===== config.mk =====
export PLATFORM = sky130hd
export DESIGN_NAME = shuffled_lehmer_random_generator
export DESIGN_NICKNAME = d
export VERILOG_FILES = /design/src/slrg_pkg.sv /design/src/shuffled_lehmer_random_generator.sv
export SDC_FILE = /design/constraint.sdc
export NUM_CORES = 2
export LEC_CHECK = 0
export BUFFER_PORTS_ARGS = -buffer_cell sky130_fd_sc_hd__buf_2
export CORE_ASPECT_RATIO = 0.7
export CORE_MARGIN = 2
export CORE_UTILIZATION = 30
export CTS_BUF_LIST = sky130_fd_sc_hd__clkbuf_4
export DETAILED_ROUTE_END_ITERATION = 7
export MAX_ROUTING_LAYER = met4
export SETUP_SLACK_MARGIN = 0.2
export SLEW_MARGIN = 20
export SYNTH_ARGS = -nofsm -noshare
export SYNTH_HDL_FRONTEND = slang
export SYNTH_SLANG_ARGS = --single-unit

===== constraint.sdc =====
create_clock -name clk -period 9 [get_ports clk]
set_input_delay 0.45 -clock clk [delete_from_list [all_inputs] [get_ports clk]]
set_output_delay 0.45 -clock clk [all_outputs]
set_load 0.005 [all_outputs]

===== src/slrg_pkg.sv =====
// Package for the shuffled Lehmer random generator.
// Holds generator constants, parameter defaults and request codes.
// No dependencies.
package slrg_pkg;

  // minimal-standard Lehmer generator
  localparam int unsigned LCG_MUL = 16807;
  localparam int unsigned LCG_MOD = 32'd2147483647;
  localparam int unsigned WARMUP  = 8;

  // parameter defaults
  localparam int unsigned TABLE_DEPTH_DEF    = 32;
  localparam int unsigned WORD_WIDTH_MAX_DEF = 64;

  // field widths
  localparam int unsigned GEN_W   = 31;
  localparam int unsigned FUNC_W  = 2;
  localparam int unsigned WIDTH_W = 7;
  localparam int unsigned VALUE_W = 64;

  // request codes
  typedef enum logic [FUNC_W-1:0] {
    FUNC_UNIFORM = 2'd0,
    FUNC_BIT     = 2'd1,
    FUNC_WORD    = 2'd2,
    FUNC_NONE    = 2'd3
  } func_t;

endpackage


===== src/shuffled_lehmer_random_generator.sv =====
// A uniform draw from an initialised generator runs MUL_G, FOLD, MUL_L, ACCESS and TAKE;
// the first draw after reset or a seed write first runs INIT_MUL and INIT_FOLD for
// TABLE_DEPTH+8 generator steps. A fair bit takes a pair of draws, repeated on rejected
// pairs; a word takes width fair bits. Function code 3 and width 0 answer 0 in the next
// cycle. All draws share one multiplier: one transaction at a time, busy high meanwhile.
// Synchronous active-low reset: seed 1, not initialised; the table needs no clearing pass.
// Top level of the shuffled Lehmer random generator (single module).
// Depends on slrg_pkg.
module shuffled_lehmer_random_generator #(
  parameter int unsigned TABLE_DEPTH    = slrg_pkg::TABLE_DEPTH_DEF,
  parameter int unsigned WORD_WIDTH_MAX = slrg_pkg::WORD_WIDTH_MAX_DEF
) (
  input  logic                              clk,
  input  logic                              rst_n,
  input  logic                              start,
  output logic                              busy,
  input  logic [slrg_pkg::FUNC_W-1:0]       in_func,
  input  logic [slrg_pkg::WIDTH_W-1:0]      in_width,
  output logic                              out_strobe,
  output logic [slrg_pkg::VALUE_W-1:0]      out_value,
  input  logic                              cfg_wr_en,
  input  logic [slrg_pkg::GEN_W-1:0]        cfg_wr_data
);

  localparam int unsigned GW = slrg_pkg::GEN_W;
  localparam int unsigned AW = $clog2(TABLE_DEPTH);
  localparam int unsigned KW = $clog2(TABLE_DEPTH + slrg_pkg::WARMUP);
  localparam int unsigned CW = $clog2(WORD_WIDTH_MAX + 1);
  localparam int unsigned QW = AW + 1;

  // slot = last / SLOT_DIV as an exact multiply by a rounded-up reciprocal
  localparam longint unsigned SLOT_DIV =
    64'd1 + (64'(slrg_pkg::LCG_MOD) - 64'd1) / 64'(TABLE_DEPTH);
  localparam int unsigned DIV_LOG     = $clog2(SLOT_DIV);
  localparam int unsigned RECIP_SHIFT = GW + DIV_LOG;
  localparam longint unsigned RECIP_MUL =
    ((64'd1 << RECIP_SHIFT) + SLOT_DIV - 64'd1) / SLOT_DIV;

  typedef enum logic [2:0] {
    ST_IDLE,
    ST_INIT_MUL,
    ST_INIT_FOLD,
    ST_MUL_G,
    ST_FOLD,
    ST_MUL_L,
    ST_ACCESS,
    ST_TAKE
  } state_t;

  state_t                     state_r;
  logic [GW-1:0]              seed_r;
  logic [GW-1:0]              gen_r;
  logic [GW-1:0]              last_r;
  logic [62:0]                prod_r;
  logic [KW-1:0]              k_r;
  logic                       is_uniform_r;
  logic                       phase_r;
  logic                       first_bit_r;
  logic [CW-1:0]              cnt_r;
  logic [CW-1:0]              target_r;
  logic [WORD_WIDTH_MAX-1:0]  word_r;
  logic [GW-1:0]              rd_r;
  logic                       out_strobe_r;
  logic [slrg_pkg::VALUE_W-1:0] out_value_r;

  logic [GW-1:0]              table_mem [TABLE_DEPTH];

  // shared multiplier operands
  logic                       mul_sel_last;
  logic [GW-1:0]              mul_a;
  logic [31:0]                mul_b;
  logic [32:0]                fold_sum;
  logic [GW-1:0]              fold_val;
  logic [QW-1:0]              slot_q;
  logic [AW-1:0]              slot;
  logic [GW-1:0]              seed_fix;
  logic [slrg_pkg::WIDTH_W-1:0] width_sat;
  logic                       draw_bit;
  logic [CW-1:0]              cnt_inc;
  logic                       mem_we;
  logic [AW-1:0]              mem_addr;
  logic [GW-1:0]              mem_wdata;

  assign mul_sel_last = (state_r == ST_MUL_L);
  assign mul_a        = mul_sel_last ? last_r : gen_r;
  assign mul_b        = mul_sel_last ? RECIP_MUL[31:0] : slrg_pkg::LCG_MUL;

  // mod 2^31-1 reduction of the product: fold high bits onto low bits
  assign fold_sum = 33'(prod_r[62:31]) + 33'(prod_r[30:0]);
  assign fold_val = (fold_sum >= 33'(slrg_pkg::LCG_MOD)) ?
                    GW'(fold_sum - 33'(slrg_pkg::LCG_MOD)) : GW'(fold_sum);

  // table slot from the reciprocal product, clamped to the top slot
  assign slot_q = QW'(prod_r >> RECIP_SHIFT);
  assign slot   = (slot_q >= QW'(TABLE_DEPTH)) ? AW'(TABLE_DEPTH - 1) : AW'(slot_q);

  // seed reduced mod 2^31-1, zero taken as one
  assign seed_fix = (seed_r == '0 || seed_r == GW'(slrg_pkg::LCG_MOD)) ? GW'(1) : seed_r;

  assign width_sat = (in_width > slrg_pkg::WIDTH_W'(WORD_WIDTH_MAX)) ?
                     slrg_pkg::WIDTH_W'(WORD_WIDTH_MAX) : in_width;

  // draw >= 2^30
  assign draw_bit = rd_r[GW-1];
  assign cnt_inc  = cnt_r + CW'(1);

  // table write port: init fill or shuffle replacement
  always_comb begin
    mem_we    = 1'b0;
    mem_addr  = slot;
    mem_wdata = gen_r;
    case (state_r)
      ST_INIT_FOLD: begin
        mem_we    = (k_r < KW'(TABLE_DEPTH));
        mem_addr  = AW'(k_r);
        mem_wdata = fold_val;
      end
      ST_ACCESS: begin
        mem_we = 1'b1;
      end
      default: begin
        mem_we = 1'b0;
      end
    endcase
  end

  // shuffle table, read data registered
  always_ff @(posedge clk) begin
    if (state_r == ST_ACCESS) begin
      rd_r <= table_mem[slot];
    end
    if (mem_we) begin
      table_mem[mem_addr] <= mem_wdata;
    end
  end

  // sequencer
  always_ff @(posedge clk) begin
    if (!rst_n) begin
      state_r      <= ST_IDLE;
      seed_r       <= GW'(1);
      gen_r        <= '0;
      last_r       <= '0;
      out_strobe_r <= 1'b0;
      phase_r      <= 1'b0;
      cnt_r        <= '0;
    end else begin
      out_strobe_r <= 1'b0;
      if (cfg_wr_en) begin
        seed_r <= cfg_wr_data;
        last_r <= '0;
      end
      case (state_r)
        ST_IDLE: begin
          if (start) begin
            is_uniform_r <= (in_func == slrg_pkg::FUNC_UNIFORM);
            target_r     <= (in_func == slrg_pkg::FUNC_WORD) ? CW'(width_sat) : CW'(1);
            word_r       <= '0;
            cnt_r        <= '0;
            phase_r      <= 1'b0;
            if (in_func == slrg_pkg::FUNC_NONE ||
                (in_func == slrg_pkg::FUNC_WORD && in_width == '0)) begin
              // nothing to draw
              out_strobe_r <= 1'b1;
              out_value_r  <= '0;
            end else if (last_r == '0) begin
              gen_r   <= seed_fix;
              k_r     <= KW'(TABLE_DEPTH + slrg_pkg::WARMUP - 1);
              state_r <= ST_INIT_MUL;
            end else begin
              state_r <= ST_MUL_G;
            end
          end
        end
        ST_INIT_MUL: begin
          prod_r  <= 63'(mul_a) * 63'(mul_b);
          state_r <= ST_INIT_FOLD;
        end
        ST_INIT_FOLD: begin
          gen_r <= fold_val;
          if (k_r == '0) begin
            // slot 0 seeds the previous output
            last_r  <= fold_val;
            state_r <= ST_MUL_G;
          end else begin
            k_r     <= k_r - KW'(1);
            state_r <= ST_INIT_MUL;
          end
        end
        ST_MUL_G: begin
          prod_r  <= 63'(mul_a) * 63'(mul_b);
          state_r <= ST_FOLD;
        end
        ST_FOLD: begin
          gen_r   <= fold_val;
          state_r <= ST_MUL_L;
        end
        ST_MUL_L: begin
          prod_r  <= 63'(mul_a) * 63'(mul_b);
          state_r <= ST_ACCESS;
        end
        ST_ACCESS: begin
          state_r <= ST_TAKE;
        end
        ST_TAKE: begin
          last_r <= rd_r;
          if (is_uniform_r) begin
            out_strobe_r <= 1'b1;
            out_value_r  <= slrg_pkg::VALUE_W'(rd_r);
            state_r      <= ST_IDLE;
          end else if (!phase_r) begin
            // first draw of a von Neumann pair
            first_bit_r <= draw_bit;
            phase_r     <= 1'b1;
            state_r     <= ST_MUL_G;
          end else begin
            phase_r <= 1'b0;
            state_r <= ST_MUL_G;
            if (first_bit_r != draw_bit) begin
              word_r <= {word_r[WORD_WIDTH_MAX-2:0], first_bit_r};
              cnt_r  <= cnt_inc;
              if (cnt_inc == target_r) begin
                out_strobe_r <= 1'b1;
                out_value_r  <= slrg_pkg::VALUE_W'({word_r[WORD_WIDTH_MAX-2:0],
                                                    first_bit_r});
                state_r      <= ST_IDLE;
              end
            end
          end
        end
        default: begin
          state_r <= ST_IDLE;
        end
      endcase
    end
  end

  assign busy       = (state_r != ST_IDLE);
  assign out_strobe = out_strobe_r;
  assign out_value  = out_value_r;

endmodule

==> results.yml <==
run_status:
  outcome: "complete, no violations"
cells_and_area:
  area_delta_synth_final_pct: 14.4
  layout_common_cells: "edfxtp_1, clkbuf_4, nand2_1"
  layout_commonest_cell: "edfxtp_1"
  fill_cells: 21500
  drive_above_1_share_pct: 22.2
  finish.net_count: 5663
setup_path:
  crit_family: "adder cells"
  cp-end-kind: "flip-flop"
  critPathLaunchType: "flip-flop"
  critPathMaxFanout: 12
  cp_common_cell: "ha_1"
  crit_buf_inv: 7
  cpPeakStageDelay_ns: 0.62
  arrival_ns: 9.25
  crit_slowest_cell: "or4b_2"
  cp.required_ns: 9.95
  criticalPathCategory: "reg2reg"
  worst-path-stages: 28
  rr_worst_depth: 28
cts:
  cts_root_buf: "clkbuf_4"
  clockBufferDepth: 4
  cts.sinks: 1333
  cts_made_buffers: 324
  h-tree-depth: 5
  clkLatencyLatePin_ns: 1.11
  cts_tree: "yes"
  postCtsSetupBuffers: 0
  clk_pin_slew_ns: 0.08
detailed_routing:
  drt.antenna.violating_nets: 0
  via_per_inst: 5.16
  routed_wl_um: 204000
  first_pass_iters: 5
  remaining_drc_errors: 0
  avgRoutedWirePerCell_um: 24.6
  vias: 42900
  dr.first_iter.drc_count: 4969
yosys:
  synth-seq-cells: 1333
  synth_cell_types: 97
  synthFlopType: "edfxtp_1"
  synth-seq-area-share_pct: 58.8
  avgSynthCellArea_um2: 14.0
  synth_edf_count: 1228
  syn_inst: 4751
  async_flop_share_pct: 0
  yosys_warnings: 0
  synth_area_um2: 66300
sta:
  setup_viol: 0
  rsz0062_at_grt: "no"
  hold_viol_final: 0
  fin_skew_ns: 0.120
  period_needed_ns: 8.30
  finalSetupTns_ns: 0
  worst_pin_slew_ns: 1.12
  fin_crit_sh_pct: 92.3
  whs_ns: 0.170
  slew_headroom_pct: 25.7
  slew_viol_final: 0
  max_freq_mhz: 120
die:
  dieHeight_um: 397
  core.rowCount: 144
  initial_core_util_pct: 30.2
  coreArea_um2: 220000
  io_pins: 110
  fp.dieW_um: 566
  die_area_um2: 225000
run:
  maxCapViolations: 0
global_route:
  grt_pass1_vias: 41200
  grt.total_usage_pct: 18.2
  overflow: 0
  grt_pass1_wl_um: 292000
  grt_antenna_before_repair: 11
  grt_max_degree: 142
placed_design:
  place_congestion: 0.972
  place_hpwl_um: 136000
  io_buffers: 109
min_path:
  hold_depth: 4
  hp-class: "in2reg"
power_and_ir_drop:
  finalPower_uw: 27000
  powerDensity_nw_per_um2: 356
  ir_drop_mv: 0.551
  leakage_uw: 0.0285
[synth_stat cells, drive strengths merged, types with 105 or more instances]
library cell | count | area [um2]
mux2 | 159 | 1790
o21ai | 302 | 1510
inv | 327 | 1230
fa | 144 | 2880
a21oi | 168 | 848
dfxtp | 105 | 2100
nand2 | 345 | 1290
edfxtp | 1228 | 36900
ha | 327 | 4090
mux4 | 186 | 4190
nor2 | 223 | 837
clkbuf | 176 | 663
mux2i | 186 | 1860
[area by class of cell]
| cell class | count | area, um2 | area share, % |
|---|---|---|---|
| clock inverter | 80 | 465 | 0.614 |
| multi-input combinational | 2863 | 25700 | 33.9 |
| tap | 2920 | 3650 | 4.82 |
| sequential | 1333 | 39000 | 51.4 |
| clock buffer | 481 | 3610 | 4.76 |
| antenna | 10 | 25.0 | 0.0330 |
| timing repair buffer | 299 | 2200 | 2.90 |
| inverter | 327 | 1230 | 1.62 |
[cell families (layout without fill, tap and decap cells)]
kind of cell	after synthesis	count (layout)	share of synthesized area, %
adder cells (fa/ha/maj)	471	471	10.5
AND/OR/NAND/NOR	1044	1044	7.74
other	1	13	0.00566
XOR/XNOR	91	91	1.20
buffers and inverters	557	1187	3.22
AO/OA/AOI/OAI	723	723	6.71
multiplexers	531	531	11.8
flip-flops	1333	1333	58.8
[path summary, 6_finish.rpt]
path	start	end	slack [ns]
worst max-delay path	state_r[1]	prod_r[60]	0.70
worst min-delay path	cfg_wr_data[11]	seed_r[11]	0.17
worst max register to register	state_r[1]	prod_r[60]	0.70
worst min register to register	last_r[13]	last_r[13]	0.51
[what timing repair did]
| item | in CTS | in global routing |
|---|---|---|
| hold endpoints to repair | 70 | 0 |
| endpoints found under the setup margin | 0 | 1 |
| hold buffers | 71 | 0 |
| gates resized for setup | 0 | 2 |
[stage by stage]
| step | std cells | utilization, % | instance area (um2) | worst slack [ns] |
|---|---|---|---|---|
| 2_1_floorplan | 4753 | - | 66300 | 1.24 |
| 3_3_place_gp | 7670 | 32.3 | 71000 | 0.712 |
| 3_5_place_dp | 7670 | 32.3 | 71000 | 0.637 |
| 4_1_cts | 8302 | 34.5 | 75800 | 0.624 |
| 5_1_grt | 8311 | 34.5 | 75900 | 0.257 |
| 6_report | 8313 | 34.5 | 75900 | 0.697 |
[worst min-delay path, delay by kind of cell]
kind,cells,cell delay [ns]
and+or+nand+nor,1,0.08
muxes,1,0.07
buffers and inverters,2,0.63
[power by group]
group          internal [uW]  leakage [uW]  switching [uW]
clock network           2590       0.00245            2520
logic                   4410        0.0139            8880
registers               8220        0.0122             420
total                  15200        0.0285           11800
[sequential cells by signal, summed over array words and instances, names as in the netlist, 7 cells and up]
register,flops
target_r,7
cnt_r,7
word_r,63
gen_r,31
last_r,31
prod_r,63
seed_r,31
rd_r,31
out_value,64
table_mem,992
[per-layer routing]
layer	GRT usage (%)	up-vias	part of all wire, %
met3	5.24	253	11
met2	23.0	1980	39
met5	-	-	0
met1	28.0	21900	48
met4	4.11	0	2.0
li1	-	18700	-
No activity file was read; power rests on OpenSTA's default activity.
